===== src/rtl/mrm_pkg.sv =====
package mrm_pkg;

  localparam int DIM           = 4;
  localparam int ROW_W         = 2;
  localparam int ELEM_W        = 32;
  localparam int PROD_W        = 2 * ELEM_W;
  // four floor-shifted Q32.32 terms need two guard bits above the product
  localparam int SUM_W         = PROD_W + 2;
  localparam int FRAC_BITS_DEF = 16;
  localparam int FIELDS_W      = ROW_W + DIM * ELEM_W;
  localparam int TDATA_W       = ((FIELDS_W + 7) / 8) * 8;

  localparam logic OP_LOAD = 1'b0;
  localparam logic OP_MUL  = 1'b1;

  localparam logic [ELEM_W-1:0] SAT_POS = {1'b0, {(ELEM_W - 1){1'b1}}};
  localparam logic [ELEM_W-1:0] SAT_NEG = {1'b1, {(ELEM_W - 1){1'b0}}};

  // transaction as it moves along the cell chain
  typedef struct packed {
    logic                           op;
    logic [ROW_W-1:0]               row;
    logic [DIM-1:0][ELEM_W-1:0]     elems;
    logic [DIM-1:0][SUM_W-1:0]      sums;
  } chain_t;

endpackage


===== src/rtl/mrm_out.sv =====
module mrm_out (
  input  logic                         clk,
  input  logic                         rst,
  input  logic                         in_valid,
  output logic                         in_ready,
  input  mrm_pkg::chain_t              in_data,
  output logic                         m_tvalid,
  input  logic                         m_tready,
  output logic [mrm_pkg::TDATA_W-1:0]  m_tdata
);
  import mrm_pkg::*;

  logic [DIM-1:0][ELEM_W-1:0] sat;
  logic [TDATA_W-1:0]         packed_data;

  // clamp each column sum to the signed 32-bit range
  always_comb begin
    for (int j = 0; j < DIM; j++) begin
      if (&in_data.sums[j][SUM_W-1:ELEM_W-1] || ~|in_data.sums[j][SUM_W-1:ELEM_W-1]) begin
        sat[j] = in_data.sums[j][ELEM_W-1:0];
      end else if (in_data.sums[j][SUM_W-1]) begin
        sat[j] = SAT_NEG;
      end else begin
        sat[j] = SAT_POS;
      end
    end
  end

  assign packed_data = TDATA_W'({sat, in_data.row});
  assign in_ready    = !m_tvalid || m_tready;

  // drop load transactions here; only multiplies produce a result
  always_ff @(posedge clk) begin
    if (rst) begin
      m_tvalid <= 1'b0;
    end else if (in_ready) begin
      m_tvalid <= in_valid && in_data.op == OP_MUL;
    end
  end

  always_ff @(posedge clk) begin
    if (in_ready && in_valid) begin
      m_tdata <= packed_data;
    end
  end

endmodule


===== config.mk =====
export PLATFORM = sky130hd
export DESIGN_NAME = mrm_out
export DESIGN_NICKNAME = d
export VERILOG_FILES = /design/src/rtl/mrm_pkg.sv /design/src/rtl/mrm_out.sv
export SDC_FILE = /design/constraint.sdc
export NUM_CORES = 1
export LEC_CHECK = 0
export BUFFER_PORTS_ARGS = -buffer_cell sky130_fd_sc_hd__buf_2
export CAP_MARGIN = 20
export CELL_PAD_IN_SITES_DETAIL_PLACEMENT = 1
export CELL_PAD_IN_SITES_GLOBAL_PLACEMENT = 1
export CORE_AREA = 2 2 208 210
export CTS_CLUSTER_SIZE = 8
export DETAILED_ROUTE_END_ITERATION = 12
export DIE_AREA = 0 0 210 212
export PLACE_DENSITY = 0.5
export SLEW_MARGIN = 20
export SYNTH_ARGS = -nofsm -noshare
export SYNTH_HDL_FRONTEND = slang
export SYNTH_SLANG_ARGS = --single-unit

===== constraint.sdc =====
create_clock -name clk -period 4.3 [get_ports clk]
set_input_delay 0.86 -clock clk [delete_from_list [all_inputs] [get_ports clk]]
set_output_delay 0.86 -clock clk [all_outputs]
set_load 0.02 [all_outputs]

==> out/metrics.yaml <==
synth:
  yosysWarnings: 0
  synth_area_um2: 5874
  ys.flop_type: "edfxtp_1"
  ys_top_cells_by_count: "edfxtp_1, a21o_1, nand4_1"
  async_flop_share_pct: 0
  synth.distinct_cells: 22
  ys_ff_latch: 131
  synth_cells: 406
  yosysTopAreaCell: "edfxtp_1"
  synth_most_common_cell: "edfxtp_1"
  synth-edff-count: 130
  yosysSeqAreaShare_pct: 66.79
  synth_area_leaders: "edfxtp_1, a21o_1, nand4_1"
  synth_area_per_cell_um2: 14.47
  synth_top_area_share_pct: 66.45
pwr:
  p_per_area_nw_per_um2: 399.1
  ir_worst_vdd_mv: 0.2614
  p_leak_nw: 4.222
sta:
  rsz0062_at_grt: "no"
  fin_setup_tns_ns: 0
  hold_viol: 0
  fin_hold_ws_ns: 0.5224
  slew_viol_final: 0
  fmaxAchievable_mhz: 408.6
  layout_min_cycle_time_ns: 2.448
  worst_slew_pin_slew_ns: 0.8520
  clock-skew-final_ns: 0.007235
  slew_headroom_pct: 42.95
  period_share_pct: 56.92
  setup_viol: 0
place:
  dp_hpwl_mm: 18.06
  gp_congestion: 0.7653
  io_buffers: 402
global_route:
  grt_pass1_vias: 5484
  grt_usage_pct: 10.55
  grt_pass1_wl_mm: 33.31
  grt_max_degree: 69
  antenna_found_initial: 4
  grt_overflow: 0
clocking:
  cts_tree: "done"
  ctsResizeCount: 0
  numCtsBuffers: 17
  cts_setup_buffers: 0
  clk_latency_ns: 0.47
  clkSinkCount: 131
  cts-root-buf: "clkbuf_16"
  clockBufferDepth: 2
  ctsHoldBuffers: 0
  cts_htree_levels: 4
  clk_pin_slew_ns: 0.06
finish:
  num_antenna_cells: 0
  finalNetCount: 1204
  areaGrowthSynthToFinish_pct: 53.63
  final-seq-area_um2: 3924
  drive_gt1_share_pct: 55.26
  multiInputGateArea_um2: 1703
  fillers: 4882
critical_path:
  path_class: "input port to register"
  required_ns: 4.61
  timing.rr.start: "m_tvalid"
  end_kind: "register"
  critPathArrivalTime_ns: 2.76
  critPathMaxFanout: 31
  crit_start: "in_data[127]"
  crit_path_start_kind: "input port"
detailed_routing:
  drcViolationCount: 0
  final_antenna_net_count: 0
  wl_mm: 23.42
  wl_per_cell_um: 17.17
  vias: 5217
  viasPerCell: 3.825
  drtIter0Drc: 151
  first_pass_iters: 4
floorplan:
  die_h_um: 212
  rows: 76
  die_area_um2: 44520
  coreArea_um2: 42510
  ioPinCount: 537
  start_util_pct: 13.82
  fp.dieW_um: 210
hold_path:
  hold_class: "register to register"
  hold_path.startpoint: "m_tvalid"
run_status:
  run_status: "complete, no violations"
job:
  cap_violations: 0
## cell type report
class / instances / area share [%]
Timing Repair Buffer: 409 / 23.01
Clock inverter: 13 / 2.274
Tap cell: 546 / 7.570
Clock buffer: 19 / 4.797
Multi-Input combinational cell: 246 / 18.87
Sequential cell: 131 / 43.48
## critical path: stages
cell and delay (ns):
buf_2 0.11, nor4_2 0.41, nand4_1 0.18, nor3_2 0.30, or2b_2 0.59, a21o_1 0.30
## power breakdown
group | internal, mW | switching (mW) | total (mW) | leakage, nW
registers | 1.49 | 0.0168 | 1.51 | 1.27
clock network | 1.03 | 0.608 | 1.63 | 0.307
logic | 0.183 | 0.274 | 0.456 | 2.64
total | 2.70 | 0.898 | 3.60 | 4.22
## logic make-up (layout without fill, tap and decap cells)
logic type | Yosys count | count (layout) | share of synthesized area, %
flops | 131 | 131 | 66.79
compound gates | 125 | 125 | 15.95
simple gates | 115 | 115 | 12.14
buf+inv | 34 | 441 | 5.048
other cells | 1 | 6 | 0.06384
## final timing paths
check | endpoint | slack, ns | cells past startpoint
worst max-delay path | m_tdata[35] | 1.85 | 6
worst min-delay path | m_tvalid | 0.52 | 2
worst max register to register | m_tdata[90] | 2.61 | 3
worst min register to register | m_tvalid | 0.52 | 2
## layer usage
metal	GRT usage [%]	share of wire [%]
met4	4.744	2.4
met3	6.041	11
met5	0	0.20
met1	11.93	42
met2	16.14	45
## layout by cell type (no fill, tap or decap), types with 2 or more instances in the layout
cell type,count
nand4_1,36
conb_1,6
nand3_1,12
nor3b_2,2
nor3_2,4
nor3_1,8
or2b_2,4
buf_2,402
clkinv_1,2
clkbuf_1,2
nor2_1,4
nor4_1,35
nand2_1,5
bufinv_16,5
inv_6,3
nor3b_4,2
edfxtp_1,130
buf_4,6
clkbuf_16,17
a21o_1,123
## flip-flops by register name (all words and copies together) (netlist names)
name and cells:
m_tvalid 1, m_tdata 130
## stage by stage
step	worst slack, ns	power (mW)	utilization [%]	instance area (µm²)	cells
after floorplan	1.087	1.751	-	5894	411
after global placement	1.290	1.997	19.72	8381	1332
after detailed placement	1.297	2.003	19.72	8381	1332
after CTS	1.833	3.689	21.22	9019	1364
after global routing	1.716	3.773	21.23	9025	1364
final	1.852	3.602	21.23	9025	1364
Note: power is estimated with default switching activity, not from simulation.
